File: config.mk
export PLATFORM = sky130hd
export DESIGN_NAME = periodic_event_scheduler_unit_flat
export DESIGN_NICKNAME = d
export VERILOG_FILES = /design/src/hw/rtl/pes_pkg.sv /design/src/hw/rtl/pes_if.sv /design/src/hw/rtl/pes_ram.sv /design/src/hw/rtl/pes_ctrl.sv /design/src/hw/rtl/pes_dp.sv /design/src/hw/rtl/periodic_event_scheduler_unit.sv /design/src/flat_wrapper.sv
export SDC_FILE = /design/constraint.sdc
export NUM_CORES = 2
export LEC_CHECK = 0
export ABC_AREA = 1
export ABC_CLOCK_PERIOD_IN_PS = 6630
export BUFFER_PORTS_ARGS = -buffer_cell sky130_fd_sc_hd__buf_2
export CAP_MARGIN = 40
export CORE_MARGIN = 5
export CORE_UTILIZATION = 63
export CTS_CLUSTER_SIZE = 30
export DETAILED_ROUTE_END_ITERATION = 16
export PLACE_DENSITY_LB_ADDON = 0.05
export SLEW_MARGIN = 20
export SYNTH_ARGS = -nofsm -noshare
export SYNTH_HDL_FRONTEND = slang
export SYNTH_SLANG_ARGS = --single-unit
export TNS_END_PERCENT = 100
File: constraint.sdc
create_clock -name clock -period 6.63 [get_ports clock]
set_clock_uncertainty 0.2 [all_clocks]
set_input_delay 0.663 -clock clock [delete_from_list [all_inputs] [get_ports clock]]
set_output_delay 0.663 -clock clock [all_outputs]
set_load 0.05 [all_outputs]
File: src/hw/rtl/pes_pkg.sv
`timescale 1ns / 1ps

package pes_pkg;

   localparam int TIME_W    = 32;
   localparam int PERIOD_W  = 16;
   localparam int OUT_IDX_W = 6;
   localparam int STATUS_W  = 2;
   localparam int ENTRY_W   = TIME_W + PERIOD_W;

   localparam logic [TIME_W-1:0] TIME_MAX = {TIME_W{1'b1}};

   typedef enum logic [1:0] {
      CMD_CLEAR = 2'd0,
      CMD_ADD   = 2'd1,
      CMD_NEXT  = 2'd2
   } cmd_type;

   typedef enum logic [STATUS_W-1:0] {
      STATUS_OK    = 2'd0,
      STATUS_EMPTY = 2'd1,
      STATUS_FULL  = 2'd2
   } status_type;

   // controller to datapath
   typedef struct packed {
      logic take;
      logic exec;
      logic scan;
      logic update;
      logic load;
   } ctrl_cmd_type;

   // datapath to controller
   typedef struct packed {
      logic scan_go;
      logic scan_last;
      logic out_free;
   } dp_status_type;

endpackage

File: src/hw/rtl/pes_if.sv
`timescale 1ns / 1ps

interface pes_req_if;
   logic                          valid;
   logic                          ready;
   logic [1:0]                    cmd;
   logic [pes_pkg::PERIOD_W-1:0]  period;

   modport source (output valid, output cmd, output period, input ready);
   modport sink   (input valid, input cmd, input period, output ready);
endinterface

interface pes_rsp_if;
   logic                           valid;
   logic                           ready;
   logic [pes_pkg::TIME_W-1:0]     event_time;
   logic [pes_pkg::OUT_IDX_W-1:0]  entry_index;
   logic [pes_pkg::STATUS_W-1:0]   status;

   modport source (output valid, output event_time, output entry_index, output status,
                   input ready);
   modport sink   (input valid, input event_time, input entry_index, input status,
                   output ready);
endinterface

File: src/hw/rtl/pes_ram.sv
`timescale 1ns / 1ps

module pes_ram #(
   parameter int WIDTH = 48,
   parameter int DEPTH = 64
) (
   input  logic                     clock,
   input  logic                     wr_en,
   input  logic [$clog2(DEPTH)-1:0] wr_addr,
   input  logic [WIDTH-1:0]         wr_data,
   input  logic [$clog2(DEPTH)-1:0] rd_addr,
   output logic [WIDTH-1:0]         rd_data
);

   logic [WIDTH-1:0] mem [DEPTH];
   logic [WIDTH-1:0] rd_data_ff;

   always_ff @(posedge clock) begin
      if (wr_en) begin
         mem[wr_addr] <= wr_data;
      end
      rd_data_ff <= mem[rd_addr];
   end

   assign rd_data = rd_data_ff;

endmodule

File: src/hw/rtl/pes_ctrl.sv
`timescale 1ns / 1ps

module pes_ctrl (
   input  logic                   clock,
   input  logic                   reset,
   input  logic                   req_valid,
   output logic                   req_ready,
   input  pes_pkg::dp_status_type status,
   output pes_pkg::ctrl_cmd_type  cmd
);

   typedef enum logic [2:0] {
      IDLE,
      EXEC,
      SCAN,
      UPDATE,
      RESULT
   } state_type;

   state_type state_ff, state_in;
   logic      ready_ff, ready_in;

   always_comb begin
      state_in = state_ff;
      unique case (state_ff)
         IDLE: begin
            if (req_valid && ready_ff) state_in = EXEC;
         end
         EXEC: begin
            state_in = status.scan_go ? SCAN : RESULT;
         end
         SCAN: begin
            if (status.scan_last) state_in = UPDATE;
         end
         UPDATE: begin
            state_in = RESULT;
         end
         RESULT: begin
            if (status.out_free) state_in = IDLE;
         end
         default: begin
            state_in = IDLE;
         end
      endcase
      ready_in = (state_in == IDLE);
   end

   always_ff @(posedge clock) begin
      if (reset) begin
         state_ff <= IDLE;
         ready_ff <= 1'b0;
      end else begin
         state_ff <= state_in;
         ready_ff <= ready_in;
      end
   end

   assign req_ready  = ready_ff;
   assign cmd.take   = req_valid && ready_ff;
   assign cmd.exec   = (state_ff == EXEC);
   assign cmd.scan   = (state_ff == SCAN);
   assign cmd.update = (state_ff == UPDATE);
   assign cmd.load   = (state_ff == RESULT) && status.out_free;

endmodule

File: src/hw/rtl/pes_dp.sv
`timescale 1ns / 1ps

module pes_dp #(
   parameter int MAX_ENTRIES = 64
) (
   input  logic                              clock,
   input  logic                              reset,
   input  pes_pkg::ctrl_cmd_type             cmd,
   output pes_pkg::dp_status_type            status,
   input  logic [1:0]                        req_cmd,
   input  logic [pes_pkg::PERIOD_W-1:0]      req_period,
   output logic                              rsp_valid,
   input  logic                              rsp_ready,
   output logic [pes_pkg::TIME_W-1:0]        rsp_event_time,
   output logic [pes_pkg::OUT_IDX_W-1:0]     rsp_entry_index,
   output logic [pes_pkg::STATUS_W-1:0]      rsp_status
);

   localparam int IDX_W = $clog2(MAX_ENTRIES);
   localparam int CNT_W = $clog2(MAX_ENTRIES + 1);
   localparam int TW    = pes_pkg::TIME_W;
   localparam int PW    = pes_pkg::PERIOD_W;
   localparam int OW    = pes_pkg::OUT_IDX_W;

   // latched command
   logic [1:0]    cmd_ff;
   logic [PW-1:0] period_ff;

   logic [CNT_W-1:0] count_ff;

   // scan state
   logic [IDX_W-1:0] issue_ff;
   logic [IDX_W-1:0] chk_ff;
   logic             first_ff;
   logic [TW-1:0]    best_time_ff;
   logic [PW-1:0]    best_period_ff;
   logic [IDX_W-1:0] best_idx_ff;

   // pending result and output register
   logic [TW-1:0]                res_time_ff;
   logic [OW-1:0]                res_idx_ff;
   logic [pes_pkg::STATUS_W-1:0] res_status_ff;
   logic                         out_valid_ff;
   logic [TW-1:0]                out_time_ff;
   logic [OW-1:0]                out_idx_ff;
   logic [pes_pkg::STATUS_W-1:0] out_status_ff;

   logic                        is_full;
   logic                        is_empty;
   logic                        add_ok;
   logic                        wr_en;
   logic [IDX_W-1:0]            wr_addr;
   logic [pes_pkg::ENTRY_W-1:0] wr_data;
   logic [pes_pkg::ENTRY_W-1:0] rd_data;
   logic [TW-1:0]               rd_time;
   logic [PW-1:0]               rd_period;
   logic                        take_rd;
   logic [TW:0]                 sum;
   logic [TW-1:0]               new_time;

   assign is_full  = (count_ff == CNT_W'(MAX_ENTRIES));
   assign is_empty = (count_ff == '0);
   assign add_ok   = cmd.exec && (cmd_ff == pes_pkg::CMD_ADD) && !is_full;

   assign rd_time   = rd_data[TW-1:0];
   assign rd_period = rd_data[pes_pkg::ENTRY_W-1:TW];
   // strict compare keeps the lower index on a tie
   assign take_rd   = first_ff || (rd_time < best_time_ff);

   assign sum      = {1'b0, best_time_ff} + {{(TW+1-PW){1'b0}}, best_period_ff};
   assign new_time = sum[TW] ? pes_pkg::TIME_MAX : sum[TW-1:0];

   assign wr_en   = add_ok || cmd.update;
   assign wr_addr = cmd.update ? best_idx_ff : count_ff[IDX_W-1:0];
   assign wr_data = cmd.update ? {best_period_ff, new_time}
                               : {period_ff, {(TW-PW){1'b0}}, period_ff};

   pes_ram #(
      .WIDTH (pes_pkg::ENTRY_W),
      .DEPTH (MAX_ENTRIES)
   ) u_ram (
      .clock   (clock),
      .wr_en   (wr_en),
      .wr_addr (wr_addr),
      .wr_data (wr_data),
      .rd_addr (issue_ff),
      .rd_data (rd_data)
   );

   assign status.scan_go   = (cmd_ff == pes_pkg::CMD_NEXT) && !is_empty;
   assign status.scan_last = (CNT_W'(chk_ff) == count_ff - CNT_W'(1));
   assign status.out_free  = !out_valid_ff || rsp_ready;

   always_ff @(posedge clock) begin
      if (cmd.take) begin
         cmd_ff    <= req_cmd;
         period_ff <= req_period;
      end
   end

   always_ff @(posedge clock) begin
      if (reset) begin
         count_ff <= '0;
      end else if (cmd.exec) begin
         if (cmd_ff == pes_pkg::CMD_CLEAR) begin
            count_ff <= '0;
         end else if (add_ok) begin
            count_ff <= count_ff + CNT_W'(1);
         end
      end
   end

   // read address runs one entry ahead of the compare
   always_ff @(posedge clock) begin
      if (reset) begin
         issue_ff <= '0;
         chk_ff   <= '0;
         first_ff <= 1'b0;
      end else if (cmd.take) begin
         issue_ff <= '0;
      end else if (cmd.exec) begin
         issue_ff <= IDX_W'(1);
         chk_ff   <= '0;
         first_ff <= 1'b1;
      end else if (cmd.scan) begin
         issue_ff <= issue_ff + IDX_W'(1);
         chk_ff   <= chk_ff + IDX_W'(1);
         first_ff <= 1'b0;
      end
   end

   always_ff @(posedge clock) begin
      if (cmd.scan && take_rd) begin
         best_time_ff   <= rd_time;
         best_period_ff <= rd_period;
         best_idx_ff    <= chk_ff;
      end
   end

   always_ff @(posedge clock) begin
      if (cmd.exec) begin
         res_time_ff   <= '0;
         res_idx_ff    <= '0;
         res_status_ff <= pes_pkg::STATUS_OK;
         case (cmd_ff)
            pes_pkg::CMD_ADD: begin
               if (is_full) begin
                  res_status_ff <= pes_pkg::STATUS_FULL;
               end else begin
                  res_idx_ff <= OW'({{OW{1'b0}}, count_ff[IDX_W-1:0]});
               end
            end
            pes_pkg::CMD_NEXT: begin
               if (is_empty) res_status_ff <= pes_pkg::STATUS_EMPTY;
            end
            default: begin
            end
         endcase
      end else if (cmd.update) begin
         res_time_ff   <= best_time_ff;
         res_idx_ff    <= OW'({{OW{1'b0}}, best_idx_ff});
         res_status_ff <= pes_pkg::STATUS_OK;
      end
   end

   always_ff @(posedge clock) begin
      if (reset) begin
         out_valid_ff <= 1'b0;
      end else if (cmd.load) begin
         out_valid_ff <= 1'b1;
      end else if (rsp_ready) begin
         out_valid_ff <= 1'b0;
      end
   end

   always_ff @(posedge clock) begin
      if (cmd.load) begin
         out_time_ff   <= res_time_ff;
         out_idx_ff    <= res_idx_ff;
         out_status_ff <= res_status_ff;
      end
   end

   assign rsp_valid       = out_valid_ff;
   assign rsp_event_time  = out_time_ff;
   assign rsp_entry_index = out_idx_ff;
   assign rsp_status      = out_status_ff;

endmodule

File: src/hw/rtl/periodic_event_scheduler_unit.sv
`timescale 1ns / 1ps
// periodic event scheduler
// req_bus carries one command per transaction: clear, add (with a period) or next.
// rsp_bus returns exactly one transaction per command: event time, entry index, status.
// entries live in a single-port-write, registered-read ram of MAX_ENTRIES words.
// steps from request acceptance to response valid:
//   clear, add, unused code, next on an empty table: exec, then the result load
//   next: exec, then a linear scan that reads one entry per cycle from the ram,
//   followed by a write-back step for the advanced time, then the result load
// one command is handled at a time; req_bus.ready is high only while idle.
// the response sits in an output register, so a new request is taken while an
// earlier response still waits; if the receiver stalls, the block holds the next
// result and waits before going idle again.
// reset (synchronous) empties the table and drops rsp_bus.valid; the ram contents
// are left as they are, as only entries below the count are ever read.
module periodic_event_scheduler_unit #(
   parameter int MAX_ENTRIES = 64
) (
   input logic        clock,
   input logic        reset,
   pes_req_if.sink    req_bus,
   pes_rsp_if.source  rsp_bus
);

   pes_pkg::ctrl_cmd_type  ctrl_cmd;
   pes_pkg::dp_status_type dp_status;

   pes_ctrl u_ctrl (
      .clock     (clock),
      .reset     (reset),
      .req_valid (req_bus.valid),
      .req_ready (req_bus.ready),
      .status    (dp_status),
      .cmd       (ctrl_cmd)
   );

   pes_dp #(
      .MAX_ENTRIES (MAX_ENTRIES)
   ) u_dp (
      .clock           (clock),
      .reset           (reset),
      .cmd             (ctrl_cmd),
      .status          (dp_status),
      .req_cmd         (req_bus.cmd),
      .req_period      (req_bus.period),
      .rsp_valid       (rsp_bus.valid),
      .rsp_ready       (rsp_bus.ready),
      .rsp_event_time  (rsp_bus.event_time),
      .rsp_entry_index (rsp_bus.entry_index),
      .rsp_status      (rsp_bus.status)
   );

endmodule

File: src/flat_wrapper.sv
// flat-port wrapper written by rule: the top's interface ports become plain ports
module periodic_event_scheduler_unit_flat 
#(
   parameter int MAX_ENTRIES = 64
)
  (clock, reset, req_bus_valid, req_bus_cmd, req_bus_period, req_bus_ready, rsp_bus_valid, rsp_bus_event_time, rsp_bus_entry_index, rsp_bus_status, rsp_bus_ready);
  pes_req_if req_bus_i ();
  pes_rsp_if rsp_bus_i ();
  input logic clock;
  input logic reset;
  input wire logic [$bits(req_bus_i.valid)-1:0] req_bus_valid;
  input wire logic [$bits(req_bus_i.cmd)-1:0] req_bus_cmd;
  input wire logic [$bits(req_bus_i.period)-1:0] req_bus_period;
  output wire logic [$bits(req_bus_i.ready)-1:0] req_bus_ready;
  output wire logic [$bits(rsp_bus_i.valid)-1:0] rsp_bus_valid;
  output wire logic [$bits(rsp_bus_i.event_time)-1:0] rsp_bus_event_time;
  output wire logic [$bits(rsp_bus_i.entry_index)-1:0] rsp_bus_entry_index;
  output wire logic [$bits(rsp_bus_i.status)-1:0] rsp_bus_status;
  input wire logic [$bits(rsp_bus_i.ready)-1:0] rsp_bus_ready;
  assign req_bus_i.valid = req_bus_valid;
  assign req_bus_i.cmd = req_bus_cmd;
  assign req_bus_i.period = req_bus_period;
  assign req_bus_ready = req_bus_i.ready;
  assign rsp_bus_valid = rsp_bus_i.valid;
  assign rsp_bus_event_time = rsp_bus_i.event_time;
  assign rsp_bus_entry_index = rsp_bus_i.entry_index;
  assign rsp_bus_status = rsp_bus_i.status;
  assign rsp_bus_i.ready = rsp_bus_ready;
  periodic_event_scheduler_unit #(.MAX_ENTRIES(MAX_ENTRIES)) u_core (.clock(clock), .reset(reset), .req_bus(req_bus_i), .rsp_bus(rsp_bus_i));
endmodule
[Word-level counts from Yosys, hierarchy flattened]
Memories as Yosys holds them, arrays and structs flattened. A register that Yosys moved wholly into a read port is not among the register bits.
Index checks and enable logic that the tools add are counted.
Widths: inputs -> output; s select.
Storage, ports and cells
  register bits: 177
  RAM bits: 3072
  input port bits: 22
  output and inout bits: 42
  memories: 1
Memory list
  u_core.u_dp.u_ram.mem: words 64, width 48, rd ports 1, clocked after memory_dff 1, write ports 1, line pes_ram.sv:15  | logic [WIDTH-1:0] mem [DEPTH];
Cells by class
  $add $sub $neg: 5
  $lt $le $gt $ge: 1
  equal/unequal tests: 8
  multiplexer cells: 29
  bitwise logic cells: 1
  reductions and logical operators: 24
Operator list (number)
  $mux 48: 1
  $mux 6: 7
  $add 32x16->33: 1
  $lt 32x32->1: 1
  $mux 32: 1
  $pmux 3 s5: 1
  $mux 7: 2
  $add 6x1->6 const B: 2
  $mux 3: 4
  $mux 1: 9
  $reduce_bool 2->1: 4
  $add 7x1->7 const B: 1
  $eq 6x7->1: 1
  $eq 7x7->1 const B: 1
  $logic_not 7->1: 1
  $sub 7x1->7 const B: 1
  $eq 3x2->1 const B: 2
  $logic_and 1x1->1: 6
  $logic_not 3->1: 2
  $mux 2: 3
  $pmux 2 s2: 1
  $reduce_and 2->1: 2
  $eq 3x1->1 const B: 1
  $eq 3x3->1 const B: 1
  8 further kinds: 12

[Longest topological paths before layout]
  word-level depth: 6
  depth in mapped cells: 15
  gate-level depth less buffers: 15

[Modules after synthesis]
From an unflattened synthesis, not the netlist that was laid out.
Second synthesis, totals
  cells, all modules: 11140
  area, all modules: 133440.5 µm²
By module, submodules not included
  pes_ram: times used 1, cells an instance 10108, area each 124330.5 µm²
  pes_dp: times used 1, cells an instance 998, area each 8893.5 µm²
  pes_ctrl: times used 1, cells an instance 34, area each 216.5 µm²

[Least setup slack after synthesis]
OpenSTA, ideal clock, no wires.
  path type: register to register
  from: register u_core.u_dp.best_time_ff[0]
  to: memory u_core.u_dp.u_ram.mem[0][24], data pin
  data arrival time: 4.240 ns
  data required time: 5.709 ns
  slack: 1.469 ns
  stages on the path, launching flop included: 13
  path buffers: 0
  clock period less this slack: 5.161 ns
  cells stage by stage: edfxtp_1 > ha_1 > inv_1 > fa_1 > inv_1 > nand3_1 > nand3_1 > nand2_1 > nand2_1 > nand3_1 > nand2_1 > nor2_1 > a211oi_1
On the way
  longest elaborated chain between the ends: 3
Ends and longest elaborated chain
  start, declared: line pes_dp.sv:35  | logic [TW-1:0] best_time_ff;
  start signal, assigned: line pes_dp.sv:134  | best_time_ff <= rd_time;
  $add 32x16->33: line pes_dp.sv:70  | assign sum = {1'b0, best_time_ff} + {{(TW+1-PW){1'b0}}, best_period_ff};
  $mux 32: line pes_dp.sv:71  | assign new_time = sum[TW] ? pes_pkg::TIME_MAX : sum[TW-1:0];
  $mux 48: line pes_dp.sv:75  | assign wr_data = cmd.update ? {best_period_ff, new_time}
  net u_core.u_dp.u_ram.wr_data[24]: line pes_ram.sv:10  | input logic [WIDTH-1:0] wr_data,
  end, declared: line pes_ram.sv:15
The timed path passes the listed nets, and every way through them passes these cells.

[Worst setup path in the final report]
  from: register u_core.u_dp.best_time_ff[0]
  to: memory u_core.u_dp.u_ram.mem[48][19], data pin
Same word-level chain as after synthesis.

==> metrics.yaml <==
most-common-layout-cells: "3192 x edfxtp_1, 2041 x nor2_1, 1454 x o21ai_0"
setup_viol: 0
synthArstFlopShare: 0
finalCritPeriodShare: 0.6795
numPortBuffers: 63
required_ns: 7.08
area_delta_synth_final_pct: 11.87
holdPathStages: 4
slowest_delay_ns: 0.64
crit_chain: "ha_1, inv_1, fa_1, inv_1, nand3_1, nand3_1, nand2_1, nand2_1, nand3_1, nand2_1, nand2_1, nand3_1, nand2_1, inv_1, buf_4"
track_usage: 0.3489
cp_max_fo: 44
tns_ns: 0
relSlewSlack: 0.3233
path_class: "flop to flop"
crit_arrival_ns: 4.95
dieArea_sq_mm: 0.2175
viasPerCell: 6.463
clock_path_buffers: 4
yosys_warnings: 0
root_buffer: "clkbuf_16"
synth_area_per_cell_sq_um: 12.62
outcome: "complete, no violations"
crit_buf_inv: 4
firstDrtPassIters: 8
die_height_um: 466.3
postSynthCellCount: 10394
crit_path_start_kind: "flop"
place.gp.congestion: 0.8981
fin_nets: 10505
max_cap_violations: 0
startpoint: "u_core.u_dp.best_time_ff[0]"
clkTransAtPathRegs_ns: 0.06
ant_nets: 0
max_freq_ghz: 0.2220
grt_first_pass_wirelength_mm: 556.4
dp_hpwl_mm: 218.7
drtIter0Drc: 13277
start_util: 0.6336
wl_mm: 384.3
globalRouteOverflowTotal: 0
grt_setup_unrepaired: "no"
cpLargestDelayFamily: "simple AND/OR/NAND/NOR gates"
hold_viol: 0
wire_per_inst_um: 28.53
yosys.area.top_type_share: 0.7306
tightest_slew_ns: 1.015
clkSinkCount: 3297
insertion_delay_ns: 0.95
final_common_cell: "edfxtp_1"
cts_tree: "built"
ir_worst_vdd_uv: 380.2
io-pin-count: 64
die_w_um: 466.3
synth-seq-cells: 3297
synth.distinct_cells: 43
antenna_found_initial: 21
reg2reg_depth: 15
grt_pass1_vias: 81721
cp.depth: 15
netlist_area_sq_mm: 0.1312
setup.worst_path.end_class: "flop"
core_sq_mm: 0.2071
fin_crit_ns: 4.505
postCtsSetupRepairBufs: 0
worst_path_max_delay_cell: "inv_1"
grt_max_degree: 192
synth-edff-count: 3192
syn_nets: 10472
h-tree-depth: 5
maxSlewViolCount: 0
rr_startpoint: "u_core.u_dp.best_time_ff[0]"
hold_class: "input port to flop"
synth_area_leaders: "edfxtp_1 73%, nor2_1 6.0%, o21ai_0 5.6%, nand2_1 2.9%, o211ai_1 2.0%"
drive_above_1_share: 0.08499
whs_ns: 0.08599
p_leak_nw: 49.26
route.vias.total: 87046
yosysSeqAreaShare: 0.7466
cts_buffers: 340
cp_common_cell: "nand2_1"
powerDensity_mw_per_mm2: 285.4
synth_top_area_cell: "edfxtp_1"
drcViolationCount: 0
synth_ff_type: "edfxtp_1"
hp-start: "req_bus_valid"
rows: 167
[logic make-up (layout without fill, tap and decap cells)]
group,after synthesis,after routing,share of synthesized area
AOI/OAI and AO/OA,2466,2466,0.1048
xor gates and xnor gates,20,20,0.001335
adders and majority gates,56,56,0.005398
buffers and inverters,886,1164,0.03091
DFF,3297,3297,0.7466
other,0,9,0
and+or+nand+nor,3669,3669,0.1110
[routing by layer]
metal  vias up  global-route usage  wire length, um
li1      37800                   -                -
met1     42874              0.5000           146900
met2      5586              0.5360           176500
met3       774             0.08270            47290
met4        12              0.1177            13570
met5         -                   0               91
[through the flow]
| stage | worst slack [ns] | instances | cell area [sq um] | util | power (W) |
|---|---|---|---|---|---|
| after floorplan | 1.469 | 10394 | 131200 | - | 0.02385 |
| after global placement | 1.747 | 12786 | 134600 | 0.6502 | 0.02419 |
| after detailed placement | 1.948 | 12831 | 135700 | 0.6554 | 0.02422 |
| after CTS | 1.946 | 13438 | 146300 | 0.7063 | 0.04197 |
| after global routing | 1.850 | 13460 | 146700 | 0.7087 | 0.04302 |
| final | 2.125 | 13469 | 146800 | 0.7088 | 0.04189 |
[sequential cells by signal (all words and copies together) (netlist names), 7 cells and up]
register,cells
u_core.u_dp.best_period_ff,16
u_core.u_dp.best_time_ff,32
u_core.u_dp.u_ram.mem,3072
u_core.u_dp.count_ff,7
u_core.u_dp.res_time_ff,32
u_core.u_dp.u_ram.rd_data,48
u_core.u_dp.rsp_event_time,32
u_core.u_dp.period_ff,16
[timing repair]
| item | CTS | global route |
|---|---|---|
| hold endpoints to repair | 28 | 0 |
| hold buffers | 20 | 0 |
| resized for setup | 0 | 0 |
[area by class of cell]
| class | instances | area [sq um] |
|---|---|---|
| Antenna cell | 9 | 22.52 |
| Clock buffer | 448 | 9255 |
| Clock inverter | 139 | 1090 |
| Fill cell | 13869 | 60300 |
| Inverter | 218 | 868.3 |
| Multi-Input combinational cell | 6211 | 29990 |
| Sequential cell | 3297 | 97970 |
| Tap cell | 2788 | 3488 |
| Timing Repair Buffer | 359 | 4078 |
[report_power, final]
group	leakage [nW]	switching [W]	internal, W
Combinational	14.3	0.000804	0.000248
Clock	5.05	0.00764	0.0104
Sequential	29.9	0.0000494	0.0227
Total	49.3	0.00850	0.0334
[worst min-delay path, delay by kind of cell]
family / cells / cell delay, ns
AO/OA/AOI/OAI: 2 / 0.26
AND/OR/NAND/NOR: 1 / 0.18
buffers and inverters: 1 / 0.08
[path summary, 6_finish.rpt]
| path | slack [ns] | endpoint |
|---|---|---|
| max | 2.13 | u_core.u_dp.u_ram.mem[48][19] |
| min | 0.09 | u_core.u_dp.chk_ff[0] |
| max reg2reg | 2.13 | u_core.u_dp.u_ram.mem[48][19] |
| min reg2reg | 0.19 | u_core.u_dp.rsp_status[1] |
[synth_stat cells (all sizes together), types with 3 or more instances]
cell       n
edfxtp  3192
nor2    2109
o21ai   1585
nand2   1026
nand3    454
o211ai   358
clkbuf   342
buf      326
o22ai    293
inv      217
a21oi    185
dfxtp    105
ha        55
nand4     35
o221ai    26
nand3b    18
nor3      16
xnor2     13
a31oi     12
xor2       7
or2        5
and2       3
Note: power is estimated with default switching activity, not from simulation.
